**config.mk**
```make
export PLATFORM = sky130hd
export DESIGN_NAME = sss_div
export DESIGN_NICKNAME = d
export VERILOG_FILES = /design/src/hw/rtl/sss_pkg.sv /design/src/hw/rtl/sss_div.sv
export SDC_FILE = /design/constraint.sdc
export NUM_CORES = 1
export LEC_CHECK = 0
export BUFFER_PORTS_ARGS = -buffer_cell sky130_fd_sc_hd__buf_2
export CORE_MARGIN = 5
export CORE_UTILIZATION = 50
export CTS_BUF_LIST = sky130_fd_sc_hd__clkbuf_16
export DETAILED_ROUTE_END_ITERATION = 12
export PLACE_DENSITY = 0.87
export SETUP_SLACK_MARGIN = 0.15
export SLEW_MARGIN = 20
export SYNTH_ARGS = -nofsm -noshare
export SYNTH_HDL_FRONTEND = slang
export SYNTH_SLANG_ARGS = --single-unit
```
**constraint.sdc**
```tcl
create_clock -name aclk -period 3.6 [get_ports aclk]
set_input_delay 0.72 -clock aclk [delete_from_list [all_inputs] [get_ports aclk]]
set_output_delay 0.72 -clock aclk [all_outputs]
set_load 0.02 [all_outputs]
```
**src/hw/rtl/sss_pkg.sv**
```systemverilog
// Shared widths and defaults for the sample set statistics block.
`default_nettype none

package sss_pkg;

    localparam int SAMPLE_W        = 24;
    localparam int CNT_W           = 5;
    localparam int SUM_W           = 29;
    localparam int SQ_W            = 51;
    localparam int SQR_W           = 48;
    localparam int MEAN_W          = 32;
    localparam int VAR_W           = 55;
    localparam int FRAC_W          = 8;
    localparam int DIV_W           = 63;
    localparam int DVS_W           = 9;
    localparam int MAX_SAMPLES_DEF = 16;

endpackage

`default_nettype wire

```
**src/hw/rtl/sss_div.sv**
```systemverilog
// Restoring shift-subtract divider that produces one quotient bit per cycle.
`default_nettype none

module sss_div
    import sss_pkg::*;
(
    input  wire logic             aclk,
    input  wire logic             aresetn,
    input  wire logic             start,
    input  wire logic [DIV_W-1:0] dividend,
    input  wire logic [DVS_W-1:0] divisor,
    output logic                  done,
    output logic [DIV_W-1:0]      quotient
);

    localparam int STEP_W = $clog2(DIV_W);

    logic              busy_reg, busy_next;
    logic              done_reg, done_next;
    logic [STEP_W-1:0] step_reg, step_next;
    logic [DVS_W-1:0]  rem_reg, rem_next;
    logic [DIV_W-1:0]  work_reg, work_next;
    logic [DVS_W-1:0]  dvs_reg, dvs_next;

    logic [DVS_W:0] shifted;
    logic [DVS_W:0] trial;
    logic           fits;

    assign shifted = {rem_reg, work_reg[DIV_W-1]};
    assign trial   = shifted - {1'b0, dvs_reg};
    assign fits    = (shifted >= {1'b0, dvs_reg});

    always_comb begin
        busy_next = busy_reg;
        done_next = 1'b0;
        step_next = step_reg;
        rem_next  = rem_reg;
        work_next = work_reg;
        dvs_next  = dvs_reg;
        if (start) begin
            busy_next = 1'b1;
            step_next = '0;
            rem_next  = '0;
            work_next = dividend;
            dvs_next  = divisor;
        end else if (busy_reg) begin
            rem_next  = fits ? trial[DVS_W-1:0] : shifted[DVS_W-1:0];
            work_next = {work_reg[DIV_W-2:0], fits};
            step_next = step_reg + 1'b1;
            if (step_reg == STEP_W'(DIV_W - 1)) begin
                busy_next = 1'b0;
                done_next = 1'b1;
            end
        end
    end

    always_ff @(posedge aclk) begin
        if (!aresetn) begin
            busy_reg <= 1'b0;
            done_reg <= 1'b0;
            step_reg <= '0;
        end else begin
            busy_reg <= busy_next;
            done_reg <= done_next;
            step_reg <= step_next;
        end
        rem_reg  <= rem_next;
        work_reg <= work_next;
        dvs_reg  <= dvs_next;
    end

    assign done     = done_reg;
    assign quotient = work_reg;

endmodule

`default_nettype wire

```
==> flow_metrics.env, run 1 <==
export IMPL_grt_util_all_layers_pct=18.39
export IMPL_cts_root_buffer="clkbuf_16"
export IMPL_cts_repair_resize_count=0
export IMPL_tritoncts="yes"
export IMPL_grt_pass1_vias=3025
export IMPL_mappedNetlistNets=368
export IMPL_routed_wire_length_per_instance_um=17.44
export IMPL_crit_type="reg2reg"
export IMPL_post_route_period_util_pct=74.06
export IMPL_layout_drive_gt1_share_pct=52.69
export IMPL_detail_route_wirelength_mm=9.278
export IMPL_antenna_cells=0
export IMPL_area_delta_synth_final_pct=27.46
export IMPL_mappedNetlistArea_sq_mm=0.004074
export IMPL_seq_area_frac_synth_pct=61.43
export IMPL_synth_cells=281
export IMPL_numClockSinks=89
export IMPL_io_pins=139
export IMPL_placed_area_sq_mm=0.004885
export IMPL_clockBufferDepth=2
export IMPL_ys_ff_latch=89
export IMPL_start_util_pct=50.34
export IMPL_grt_max_degree=82
export IMPL_data_required_time_at_the_worst_endpoint_ns=3.83
export IMPL_drt_antenna_violating_nets=0
export IMPL_grt_busiest_layer="met2"
export IMPL_clkSlewWorstSetupHoldPaths_ns=0.07
export IMPL_setup_slack_ns=0.9339
export IMPL_syn_mean_instance_area_sq_um=14.50
export IMPL_average_via_count_per_standard_cell=5.376
export IMPL_grt_pass1_wl_mm=14.40
export IMPL_post_route_min_period_ns=2.666
export IMPL_min_path_type="reg2reg"
export IMPL_post_route_drc_count=0
export IMPL_timing_setup_tns_ns=0
export IMPL_htreeDepth=3
export IMPL_leakage_uw=0.002201
export IMPL_placement_setup_worst_slack_ns=0.9722
export IMPL_tightestPinTransition_ns=0.9773
export IMPL_kind_of_end_point_of_the_critical_path="register"
export IMPL_largest_register_ff_count=63
export IMPL_peakVddDrop_v=0.0003588
export IMPL_floorplan_core_area_sq_mm=0.008093
export IMPL_max_cap_violations=0
export IMPL_global_route_overflow_total=0
export IMPL_post_cts_repair_setup_buffers=0
export IMPL_total_power_uw=2704
export IMPL_clock_fmax_ghz=0.3751
export IMPL_synth_warning_count=0
export IMPL_report_final_hold_viol_count=0
export IMPL_port_buffers=138
export IMPL_antenna_found_initial=0
export IMPL_setup_repair_after_global_routing_missed_its_margin="false"
export IMPL_worst_slew_margin_rel_pct=34.84
export IMPL_worstPathMaxFanout=15
export IMPL_clkLatencyLatePin_ns=0.33
export IMPL_gr_usage_met3_pct=7.783
export IMPL_ys_types=37
export IMPL_std_cell_rows=33
export IMPL_groute_layer_met1_usage_pct=20.03
export IMPL_hold_slack_ns=0.4955
export IMPL_dpl_hpwl_mm=6.633
export IMPL_met2_usage_pct=32.01
export IMPL_detailedRoute_firstIterationViolations=140
export IMPL_setup_worst_path_start_class="register"
export IMPL_global_placer_s_final_weighted_congestion=0.8293
export IMPL_timing_critical_path_arrival_ns=2.90
export IMPL_floorplan_die_width_um=100.3
export IMPL_power_density_cell_area_mw_per_mm2=520.8
export IMPL_final_max_slew_violation_count=0
export IMPL_setup_viol=0
export IMPL_cts_buffer_count=9
export IMPL_finish_net_count=509
export IMPL_final_setup_skew_ns=0.007651
export IMPL_drt_pass1_iterations=5
export IMPL_nFillCells=644
export IMPL_postLayoutCellArea_sq_mm=0.005192
export IMPL_result_of_the_run="completed"
export IMPL_die_h_um=100.3
export IMPL_holdBufCountCts=0
export IMPL_design_die_area_sq_mm=0.01005
export IMPL_routed_via_count=2860
-- layout make-up --
class / instances / area, sq um / area share, %
tap: 105 / 131.4 / 2.530
clock buffer: 10 / 250.2 / 4.819
inverter: 14 / 52.55 / 1.012
sequential: 89 / 2502 / 48.19
clock inverter: 6 / 57.56 / 1.108
timing repair buffer: 141 / 728.2 / 14.02
multi-input combinational: 167 / 1470 / 28.31
-- routing by layer --
layer / vias up / part of all wire [%]
met4: 0 / 2.5
met3: 23 / 8.4
met5: - / 0
li1: 1344 / -
met2: 103 / 51
met1: 1390 / 38
-- cell families (layout without fill, tap and decap cells) --
logic type,count (synthesis),in the layout,synth area share (%)
xor gates and xnor gates,10,10,2.150
muxes,66,66,18.12
and+or+nand+nor,45,45,5.191
buffers and inverters,25,171,2.488
DFF,89,89,61.43
adders and majority gates,12,12,3.870
AOI/OAI and AO/OA,34,34,6.757
-- cells in the mapped netlist, drive strengths merged --
library cell / instances / area, sq um
a21bo: 1 / 10.01
dfxtp: 17 / 340.3
nand3: 5 / 25.02
xnor2: 2 / 17.52
buf: 1 / 11.26
nand2b: 3 / 18.77
mux2i: 4 / 40.04
a311oi: 3 / 32.53
o21ai: 5 / 25.02
inv: 14 / 52.55
and2: 1 / 6.260
nor3: 2 / 10.01
nor2: 16 / 60.06
a21o: 1 / 7.510
clkbuf: 10 / 37.54
mux2: 62 / 698.2
a21oi: 6 / 30.03
o31ai: 6 / 63.81
nand2: 9 / 33.78
nand3b: 1 / 7.510
o311ai: 1 / 8.760
or3: 1 / 6.260
nor2b: 2 / 12.51
edfxtp: 72 / 2162
xor2: 8 / 70.07
o2111ai: 1 / 8.760
a211oi: 7 / 62.56
and3: 1 / 6.260
nand4: 3 / 18.77
a32oi: 3 / 26.28
ha: 11 / 137.6
or2: 1 / 6.260
fa: 1 / 20.02
-- stage by stage --
step	instances	util, %
5_1_grt	532	64.16
2_1_floorplan	281	-
4_1_cts	532	64.16
6_report	532	64.16
3_5_place_dp	516	60.36
3_3_place_gp	516	60.36
-- layout by cell type (no fill, tap or decap), drive strengths merged, types with 6 or more instances in the layout --
master,n
clkbuf,10
inv,17
buf,141
xor2,8
edfxtp,72
dfxtp,17
o31ai,6
nand2,9
ha,11
mux2,62
nor2,16
a211oi,7
a21oi,6
-- worst max-delay path, stage by stage (launching register included) --
cell,delay (ns)
edfxtp_1,0.41
inv_1,0.08
ha_1,0.17
inv_1,0.06
fa_1,0.41
a211oi_2,0.26
o31ai_2,0.14
o31ai_4,0.59
nand2_1,0.17
a311oi_2,0.28
-- final timing paths --
check               startpoint           to  slack, ns  depth (start not counted)
setup / recovery  quotient[62]   rem_reg[0]       0.93                          9
hold / removal     step_reg[5]  step_reg[5]       0.50                          2
setup reg to reg  quotient[62]   rem_reg[0]       0.93                          9
hold reg to reg    step_reg[5]  step_reg[5]       0.50                          2
-- power by group --
part | internal [uW] | switching, uW | total (uW) | leakage [uW]
clock | 576 | 376 | 952 | 0.000161
combinational | 199 | 274 | 473 | 0.00118
sequential | 1230 | 50.5 | 1280 | 0.000861
total | 2000 | 701 | 2700 | 0.00220
(Power assumes the default switching activity.)
==> run 2, diff against run 1 <==
- clock period: 3.6 -> 2.5 ns (I/O delays scaled with it)
==> run 2 against run 1 <==
Compared with the run above:
- die area unchanged
- register-to-register slack worse by 0.78 ns
- sequential share of layout area down 0.96 points
- routed wire length down 0.91%
- sequential cell count unchanged
- critical path type unchanged
==> flow_metrics.env, run 2 (same netlist as run 1, synthesis figures left out) <==
export IMPL_result_of_the_run="completed"
export IMPL_cp_cell_sequence="inv_1, ha_1, inv_1, fa_2, a211oi_4, o31ai_4, o31ai_4, buf_6, mux2i_1, a211oi_2"
export IMPL_report_final_hold_viol_count=0
export IMPL_largest_register_ff_count=63
export IMPL_cts_root_buffer="clkbuf_16"
export IMPL_post_route_min_period_ns=2.342
export IMPL_wl_met1_mm=3.462
export IMPL_floorplan_die_width_um=100.3
export IMPL_wl_met3_um=773
export IMPL_top_layer_used="met4"
export IMPL_die_h_um=100.3
export IMPL_post_route_drc_count=0
export IMPL_finish_net_count=515
export IMPL_setup_viol=0
export IMPL_grt_pass1_vias=3037
export IMPL_drt_pass1_iterations=4
export IMPL_power_density_cell_area_mw_per_mm2=753.0
export IMPL_regArea_sq_mm=0.002502
export IMPL_grt_util_all_layers_pct=18.51
export IMPL_layout_cells_non_filler=538
export IMPL_placed_area_sq_mm=0.004942
export IMPL_antenna_found_initial=0
export IMPL_grt_max_degree=52
export IMPL_data_required_time_at_the_worst_endpoint_ns=2.70
export IMPL_cp_slowest_stage_delay_ns=0.42
export IMPL_multi_input_gate_area_sq_mm=0.001501
export IMPL_cts_buffer_count=9
export IMPL_leakage_uw=0.002233
export IMPL_detail_route_wirelength_mm=9.194
export IMPL_final_setup_skew_ns=0.007075
export IMPL_place_detailed_instances=518
export IMPL_seq_power_share_pct=46.2
export IMPL_detailedRoute_firstIterationViolations=96
export IMPL_switching_share_pct=26.01
export IMPL_layout_drive_gt1_share_pct=54.27
export IMPL_numClockSinks=89
export IMPL_worstPathMaxFanout=8
export IMPL_drt_antenna_violating_nets=0
export IMPL_clock_fmax_ghz=0.4270
export IMPL_design_die_area_sq_mm=0.01005
export IMPL_hold_slack_ns=0.3421
export IMPL_worstReg2RegEnd="rem_reg[1]"
export IMPL_timing_setup_tns_ns=0
export IMPL_min_path_type="in2reg"
export IMPL_setup_repair_after_global_routing_missed_its_margin="true"
export IMPL_reg2reg_from="quotient[62]"
export IMPL_average_via_count_per_standard_cell=5.387
export IMPL_dpl_hpwl_mm=6.824
export IMPL_clockBufferDepth=2
export IMPL_clkSlewWorstSetupHoldPaths_ns=0.07
export IMPL_detailroute_wirelength_met2_mm=4.769
export IMPL_std_cell_rows=33
export IMPL_post_route_period_util_pct=93.68
export IMPL_routed_wire_length_per_instance_um=17.09
export IMPL_area_delta_synth_final_pct=30.04
export IMPL_combinational_fraction_of_design_power_pct=17.8
export IMPL_final_core_utilization_pct=65.46
export IMPL_final_max_slew_violation_count=0
export IMPL_routed_via_count=2898
export IMPL_final_cell_mix="138 x buf_2, 72 x edfxtp_1, 62 x mux2_2"
export IMPL_grt_pass1_wl_mm=14.43
export IMPL_port_buffers=138
export IMPL_worstHoldStart="divisor[1]"
export IMPL_floorplan_core_area_sq_mm=0.008093
export IMPL_clkLatencyLatePin_ns=0.33
export IMPL_layout_cells_most_common="buf_2"
export IMPL_crit_slowest_cell="edfxtp_1"
export IMPL_peakVddDrop_v=0.0004158
export IMPL_ff2ff_path_depth=10
export IMPL_timing_critical_path_arrival_ns=2.54
export IMPL_power_internal_uw=2952
export IMPL_io_pins=139
export IMPL_power_switching_uw=1037
export IMPL_regToRegSetupSlack_ns=0.16
export IMPL_antenna_cells=0
export IMPL_pwr_share_clk_pct=36.0
export IMPL_postLayoutCellArea_sq_mm=0.005298
export IMPL_max_cap_violations=0
export IMPL_global_placer_s_final_weighted_congestion=0.8293
export IMPL_crit_type="reg2reg"
export IMPL_hold_depth=1
export IMPL_kind_of_end_point_of_the_critical_path="register"
export IMPL_setup_worst_path_start_class="register"
export IMPL_tightestPinTransition_ns=0.4357
export IMPL_tritoncts="yes"
export IMPL_hold_path_endpoint="dvs_reg[1]"
export IMPL_worst_slew_margin_rel_pct=70.95
export IMPL_nFillCells=622
export IMPL_htreeDepth=3
export IMPL_start_util_pct=50.34
export IMPL_global_route_overflow_total=0
## run 2: critical path: cells and delay by family (launching register included)
family | cells | cell delay [ns]
compound gates | 4 | 0.71
fa+ha+maj | 2 | 0.54
flops | 1 | 0.42
buf+inv | 3 | 0.32
mux | 1 | 0.24
## run 2: what timing repair did
item,CTS,global route
cloned,0,1
hold buffers,0,0
pin swaps,0,1
endpoints found under the setup margin,2,6
resized for setup,1,1
setup buffers,0,3
## run 2: metrics by stage
| step | total power [uW] | worst slack, ns |
|---|---|---|
| 6_report | 3989 | 0.1580 |
| 5_1_grt | 4159 | 0.08343 |
| 4_1_cts | 4015 | 0.1559 |
| 3_5_place_dp | 2571 | 0.1561 |
| 3_3_place_gp | 2542 | 0.2793 |
| 2_1_floorplan | 2317 | 0.1056 |
## run 2: layout make-up
| type | instances | area share [%] |
|---|---|---|
| clock inverters | 7 | 1.771 |
| clock buffers | 9 | 4.251 |
| multi-input cells | 167 | 28.34 |
| flip-flops and latches | 89 | 47.24 |
| inverters | 14 | 1.063 |
| repair buffers | 147 | 14.86 |
| well taps | 105 | 2.480 |
## run 2: routing by layer
metal	track usage, %	vias to the layer above
met2	32.16	123
met1	20.48	1399
met5	0	-
met3	6.602	16
met4	7.772	0
li1	-	1360
## run 2: power by group through the flow
stage | Sequential (uW) | Clock [uW] | Combinational (uW)
6_report | 1840 | 1440 | 709
5_1_grt | 1860 | 1530 | 766
4_1_cts | 1850 | 1470 | 702
3_5_place_dp | 1870 | 0 | 699
3_3_place_gp | 1870 | 0 | 676
2_1_floorplan | 2000 | 0 | 318
## run 2: worst max-delay path by stage
stage | startpoint | slack (ns) | endpoint
2_1_floorplan | quotient[62] | 0.11 | rem_reg[0]
3_3_place_gp | quotient[62] | 0.28 | rem_reg[3]
3_5_place_dp | quotient[62] | 0.16 | rem_reg[1]
4_1_cts | quotient[62] | 0.16 | rem_reg[1]
5_1_grt | quotient[62] | 0.08 | rem_reg[1]
6_report | quotient[62] | 0.16 | rem_reg[1]
